File: config.mk
export PLATFORM = sky130hd
export DESIGN_NAME = qes_div
export DESIGN_NICKNAME = d
export VERILOG_FILES = /design/src/qes_pkg.sv /design/src/qes_div.sv
export SDC_FILE = /design/constraint.sdc
export NUM_CORES = 2
export LEC_CHECK = 0
export BUFFER_PORTS_ARGS = -buffer_cell sky130_fd_sc_hd__buf_2
export CAP_MARGIN = 20
export CELL_PAD_IN_SITES_DETAIL_PLACEMENT = 1
export CELL_PAD_IN_SITES_GLOBAL_PLACEMENT = 2
export CORE_AREA = 4 4 629 631
export DETAILED_ROUTE_END_ITERATION = 10
export DIE_AREA = 0 0 633 635
export HOLD_SLACK_MARGIN = 0.1
export PLACE_DENSITY_LB_ADDON = 0.1
export SYNTH_ARGS = -nofsm -noshare
export SYNTH_HDL_FRONTEND = slang
export SYNTH_MEMORY_MAX_BITS = 65536
export SYNTH_SLANG_ARGS = --single-unit
File: constraint.sdc
create_clock -name clk -period 6.9 [get_ports clk]
set_clock_uncertainty 0.15 [all_clocks]
set_input_delay 0.69 -clock clk [delete_from_list [all_inputs] [get_ports clk]]
set_output_delay 0.69 -clock clk [all_outputs]
set_load 0.01 [all_outputs]
File: src/qes_pkg.sv
// Shared widths, root kind codes, the divider result type and the item metadata type.
// No dependencies; used by every module of the solver.
package qes_pkg;

	localparam int DATA_W = 32;
	localparam int TOL_W  = 31;
	localparam int KIND_W = 3;
	localparam int FRAC_W = 16;
	localparam int ROOT_W = 33;   // square root bits
	localparam int RAD_W  = 66;   // discriminant magnitude
	localparam int NUM_W  = 34;   // numerator magnitude
	localparam int DEN_W  = 33;   // denominator magnitude
	localparam int QUO_W  = 33;   // quotient bits kept before saturation

	localparam logic [KIND_W-1:0] KIND_ANY     = 3'd0;
	localparam logic [KIND_W-1:0] KIND_NONE    = 3'd1;
	localparam logic [KIND_W-1:0] KIND_LINEAR  = 3'd2;
	localparam logic [KIND_W-1:0] KIND_SQ_ONE  = 3'd3;
	localparam logic [KIND_W-1:0] KIND_SQ_NONE = 3'd4;
	localparam logic [KIND_W-1:0] KIND_SQ_TWO  = 3'd5;

	typedef struct packed {
		logic signed [DATA_W-1:0] root;
		logic                     ovf;
	} div_res_t;

	typedef struct packed {
		logic [KIND_W-1:0]        kind;
		logic signed [DATA_W-1:0] a;
		logic signed [DATA_W-1:0] b;
		logic signed [DATA_W-1:0] c;
	} sq_meta_t;

endpackage

File: src/qes_div.sv
// Pipelined Q16.16 divider, one quotient bit per stage, with saturation.
// Depends on qes_pkg.
module qes_div (
	input  logic                       clk,
	input  logic                       en,
	input  logic [qes_pkg::NUM_W-1:0]  num,
	input  logic [qes_pkg::DEN_W-1:0]  den,
	input  logic                       neg,
	output qes_pkg::div_res_t          res
);
	import qes_pkg::*;

	localparam int HI_W = NUM_W - (QUO_W - FRAC_W);   // bits above the quotient window
	localparam int LO_W = QUO_W - FRAC_W;

	logic [DEN_W-1:0] rem_s [QUO_W];
	logic [QUO_W-1:0] quo_s [QUO_W];
	logic [QUO_W-1:0] low_s [QUO_W];
	logic [DEN_W-1:0] den_s [QUO_W];
	logic             neg_s [QUO_W];
	logic             big_s [QUO_W];

	logic [DEN_W-1:0] rem_in [QUO_W];
	logic [QUO_W-1:0] quo_in [QUO_W];
	logic [QUO_W-1:0] low_in [QUO_W];
	logic [DEN_W-1:0] den_in [QUO_W];
	logic             neg_in [QUO_W];
	logic             big_in [QUO_W];

	logic [DEN_W-1:0] top_bits;
	logic [QUO_W-1:0] q;

	// leading bits; a quotient of 2^QUO_W or more saturates for sure
	assign top_bits = {{(DEN_W-HI_W){1'b0}}, num[NUM_W-1:LO_W]};

	for (genvar j = 0; j < QUO_W; j++) begin : g_stage
		logic [DEN_W:0] part;

		if (j == 0) begin : g_first
			assign rem_in[j] = top_bits;
			assign quo_in[j] = '0;
			assign low_in[j] = {num[LO_W-1:0], {FRAC_W{1'b0}}};
			assign den_in[j] = den;
			assign neg_in[j] = neg;
			assign big_in[j] = top_bits >= den;
		end else begin : g_next
			assign rem_in[j] = rem_s[j-1];
			assign quo_in[j] = quo_s[j-1];
			assign low_in[j] = low_s[j-1];
			assign den_in[j] = den_s[j-1];
			assign neg_in[j] = neg_s[j-1];
			assign big_in[j] = big_s[j-1];
		end

		assign part = {rem_in[j], low_in[j][QUO_W-1-j]};

		// restoring step: subtract when the partial remainder covers the divisor
		always_ff @(posedge clk) begin
			if (en) begin
				if (part >= {1'b0, den_in[j]}) begin
					rem_s[j] <= DEN_W'(part - {1'b0, den_in[j]});
					quo_s[j] <= quo_in[j] | (QUO_W'(1) << (QUO_W - 1 - j));
				end else begin
					rem_s[j] <= part[DEN_W-1:0];
					quo_s[j] <= quo_in[j];
				end
				low_s[j] <= low_in[j];
				den_s[j] <= den_in[j];
				neg_s[j] <= neg_in[j];
				big_s[j] <= big_in[j];
			end
		end
	end

	assign q = quo_s[QUO_W-1];

	// apply sign and clamp to the Q16.16 range
	always_comb begin
		res.ovf  = 1'b0;
		res.root = '0;
		if (neg_s[QUO_W-1]) begin
			if (big_s[QUO_W-1] || q > {2'b01, {(QUO_W-2){1'b0}}}) begin
				res.ovf  = 1'b1;
				res.root = {1'b1, {(DATA_W-1){1'b0}}};
			end else begin
				res.root = -$signed(q[DATA_W-1:0]);
			end
		end else begin
			if (big_s[QUO_W-1] || q[QUO_W-1] || q[DATA_W-1]) begin
				res.ovf  = 1'b1;
				res.root = {1'b0, {(DATA_W-1){1'b1}}};
			end else begin
				res.root = $signed(q[DATA_W-1:0]);
			end
		end
	end

endmodule

=== Word level (Yosys, flattened, before mapping) ===
Memory sizes are Yosys's and may differ from the RTL's.
Cells that the tools add are included.

* Register bits: 0
* Latch bits: 0
* RAM bits: 4422
* ROM bits: 0
* Input port bits: 70
* Output and inout bits: 33
* Word-level logic and storage cells: 415
* Memories kept: 6

* $add $sub $neg: 34
* $mul: 0
* Divide/modulo/power cells: 0
* $lt $le $gt $ge: 35
* Eq/ne operators: 0
* Shifts and indexed selects: 0
* Multiplexer cells: 271
* Bitwise logic cells: 66
* Reductions and logical operators: 3

{| class="wikitable"
|+ Memory list
! name !! words !! width !! read ports !! clocked after memory_dff !! wr ports !! line !! source
|-
| den_s || 33 || 33 || 32 || 0 || 33 || qes_div.sv:19 || <nowiki>logic [DEN_W-1:0] den_s [QUO_W];</nowiki>
|-
| low_s || 33 || 33 || 32 || 0 || 33 || qes_div.sv:18 || <nowiki>logic [QUO_W-1:0] low_s [QUO_W];</nowiki>
|-
| quo_s || 33 || 33 || 33 || 0 || 33 || qes_div.sv:17 || <nowiki>logic [QUO_W-1:0] quo_s [QUO_W];</nowiki>
|-
| rem_s || 33 || 33 || 32 || 0 || 33 || qes_div.sv:16 || <nowiki>logic [DEN_W-1:0] rem_s [QUO_W];</nowiki>
|-
| big_s || 33 || 1 || 33 || 0 || 33 || qes_div.sv:21 || <nowiki>logic big_s [QUO_W];</nowiki>
|-
| neg_s || 33 || 1 || 33 || 0 || 33 || qes_div.sv:20 || <nowiki>logic neg_s [QUO_W];</nowiki>
|}

{| class="wikitable"
|+ Operators by type and width
! kind !! number
|-
| $mux 33 || 67
|-
| $ge 34x33->1 || 32
|-
| $sub 33x33->33 || 32
|-
| $mux 1 || 202
|-
| $or 1x1->1 || 66
|-
| $mux 32 || 2
|-
| $ge 17x33->1 || 1
|-
| $ge 18x33->1 || 1
|-
| $gt 33x32->1 const B || 1
|-
| $sub 18x33->33 || 1
|-
| $neg 32->32 || 1
|-
| $logic_or 1x1->1 || 3
|}

=== Logic depth before layout (Yosys ltp) ===
An unclocked memory read counts as a cell.

* Word-level depth: 6
* Depth in mapped cells: 16
* Gate-level depth less buffers: 14

=== Worst setup path after synthesis ===
No wires, ideal clock.

* Path kind: register to output
* From: memory quo_s[32][1]
* To: output port res[29] (netlist bit)
* Data arrival time: 3.342 ns
* Required time: 6.060 ns
* Setup slack: 2.718 ns
* Stages on the path, launching flop included: 13
* Buffers on the path: 2
* Cells stage by stage: edfxtp_1 inv_1 ha_1 nor3b_1 nand4_1 or3_4 or4b_4 nor3_4 nand4_1 a2111o_1 buf_6 buf_6 o311ai_1

{| class="wikitable"
|+ RTL lines
! element !! line !! source
|-
| start, declared || qes_div.sv:17 ||
|-
| end, declared || qes_div.sv:9 || <nowiki>output qes_pkg::div_res_t res</nowiki>
|}

==> metrics.txt <==
number of global-route vias before repair roughly 110k; highest-count cells in the layout ignoring fill and taps edfxtp_1, inv_1, ha_1; part of the power in registers 0.354; clk buf depth 4; CTS root buf clkbuf_16; clock power share 0.222; # IOs between 100 and 150; H-tree Lvls 5; CP Max Fanout 27; GRT Resource Usage Total 0.212; Final Routed Wirelength roughly 430 mm; DR vias slightly above 100k; Via density between 5 and 6; clock-pin slew on the worst setup and hold paths about 0.060 ns; Synth Area in Compound Gates 0.140; total CTS buffers 335; maxcap violations 0; most common cell after layout, fill and taps aside edfxtp_1; P_leak 68.9 nW; RSZ-0062 raised after global routing no; Setup TNS Final 0 ns; Least-Margin Pin Slew around 1.1 ns; antenna violations before repair 16; crit path kind reg -> out; GRT overflow 0; largest family of logic cells by synthesized area compound AO/OA/AOI/OAI gates; pre-CTS setup slack approximately 1.6 ns; Final nets 14800; Pint around 51 mW; fin area roughly 170000 sq um; Hold Crit Depth 0; row count 229; Skew-Pair Late Insertion Delay ~0.95 ns; Comb pwr share 0.423; Fin. Hold Viols 0; syn nets 14500; Final setup violation count 0; layout cells sized above 1 0.0902; Synth Area per Inst between 10 and 15 sq um; DP HPWL between 300 and 400 mm; Yosys cell types 96; synthesis warning total 0; maximum vdd drop between 200 and 250 uV; largest net degree at the start of global routing 179; CTS tree done; Adder-Cell Fraction of Synth Area 0.0920; asr flop ratio synth 0; area grow syn2layout 12.0%; #FFs+latches synth 2875; Seq/Total Area, Yosys 0.555; status finished, final reports clean; Tmin final roughly 5.9 ns; cell count after synthesis 13300; Setup WS post-layout approximately 1 ns; Pre-Repair DR Iteration Count 5; Worst R2R Path Depth 13; simple-gate share of the synthesized area 0.0863; PortBufs around 100; drt drc 0; first-pass GRT wire length around 670 mm; Post-CTS Setup Inserts 0; CP Launch Type flop; worst path required time approximately 6 ns; Starting Density 0.399; final worst path period share 0.851; post-synthesis mux area share 0.0357; crit end category output port; Netlist Area Pre-Place roughly 160000 sq um; Post-synth EDFFs around 2900; Final Max Slew Viols 0; Slew Limit Headroom 0.243; sw frac 0.373; net switching power 30.1 mW; Die H 635 um; Primary FF master, synth edfxtp_1; total power 80.7 mW; xor/xnor cell area share of the yosys netlist 0.0500; Hold Crit Class reg -> reg; Antenna Nets Post-Route 0; die span in x between 600 and 700 um; Pwr Density roughly 460 nW/um^2; fmax 0.170 GHz; CTS Sinks between 2000 and 3000; Core Region 389000 sq um; die area approximately 400000 sq um; GP Congestion a little under 0.9; arrival time at the worst endpoint between 5 and 6 ns; DRT iter0 DRCs 6372; Routed wire per std cell approximately 23 um; Placed Area 162000 sq um; PostCTS Resize Cnt 0
-- power groups by stage --
stage / logic, mW / clock network, mW / registers, mW
after floorplan: 25.6 / 0 / 26.8
after global placement: 33.3 / 0 / 29.1
after detailed placement: 33.9 / 0 / 29.0
after CTS: 34.3 / 18.6 / 28.8
after global routing: 38.2 / 19.3 / 29.0
final: 34.2 / 17.9 / 28.6
-- critical path: stages (launching register included) --
cell and delay [ns]:
edfxtp_1 0.42, inv_1 0.08, ha_1 0.18, nor3b_1 0.39, nand4_1 0.24, or3_4 0.41, or4b_4 0.57, nor3_4 0.23
nand4_1 0.15, a2111o_1 0.58, buf_16 0.22, o311ai_1 0.41, buf_2 0.22
-- worst paths after layout --
kind                                 from  slack [ns]                 endpoint
setup / recovery   quo_s[32][1]$_DFFE_PP_        1.03                  res[13]
hold / removal    quo_s[16][28]$_DFFE_PP_        0.23  quo_s[17][28]$_DFFE_PP_
setup reg to reg  den_s[0][627]$_DFFE_PP_        1.62   rem_s[20][3]$_DFFE_PP_
hold reg to reg   quo_s[16][28]$_DFFE_PP_        0.23  quo_s[17][28]$_DFFE_PP_
-- flip-flops by register name (all words and copies together) (netlist names) --
| register | flops |
|---|---|
| big_s | 33 |
| den_s | 1056 |
| low_s | 136 |
| neg_s | 33 |
| quo_s | 561 |
| rem_s | 1056 |
-- cell type report --
cell class / count / area (sq um)
Fill cell: 41100 / 215000
Sequential cell: 2875 / 86300
Multi-Input combinational cell: 8815 / 63000
Clock buffer: 397 / 8740
Tap cell: 5197 / 6500
Inverter: 1338 / 5020
Clock inverter: 210 / 2330
Timing Repair Buffer: 261 / 2150
Antenna cell: 5 / 12.5
-- cell usage after synthesis (152+ instances only) --
cell,number,area [sq um]
nand3_1,206,1030
a21o_1,471,3540
inv_1,1337,5020
ha_1,1091,13700
nand4_1,152,951
edfxtp_1,2875,86300
o21a_1,166,1250
xnor2_1,526,4610
nor2_1,734,2760
a21oi_1,1054,5280
clkbuf_1,242,908
o21ai_0,912,4560
nand2_1,918,3450
mux2_2,471,5300
xor2_1,362,3170
-- kinds of logic (layout without fill, tap and decap cells) --
family          after synthesis  in the layout
compound gates             3489           3489
flops                      2875           2875
simple gates               2820           2820
buf+inv                    1655           2206
fa+ha+maj                  1123           1123
xor+xnor                    888            888
mux                         495            495
other cells                   0              5
-- layer usage --
| metal | vias to the layer above | part of all wire | global-route usage |
|---|---|---|---|
| met4 | 0 | 0.030 | 0.0603 |
| met5 | - | 0 | 0 |
| met1 | 51200 | 0.45 | 0.279 |
| li1 | 49700 | - | - |
| met3 | 550 | 0.025 | 0.0181 |
| met2 | 1312 | 0.50 | 0.372 |
-- stage by stage --
step | util | hold slack (ns) | std cells
6_report | 0.447 | 0.229 | 19100
3_5_place_dp | 0.417 | 0.255 | 18400
3_3_place_gp | 0.417 | 0.250 | 18400
5_1_grt | 0.447 | 0.234 | 19100
4_1_cts | 0.447 | 0.222 | 19100
2_1_floorplan | - | 0.250 | 13300
-- repair_timing --
item | in CTS | in global routing
hold endpoints to repair | 124 | 0
setup endpoints to repair | 0 | 0
hold buffers | 69 | 0
Note: power is estimated with default switching activity, not from simulation.
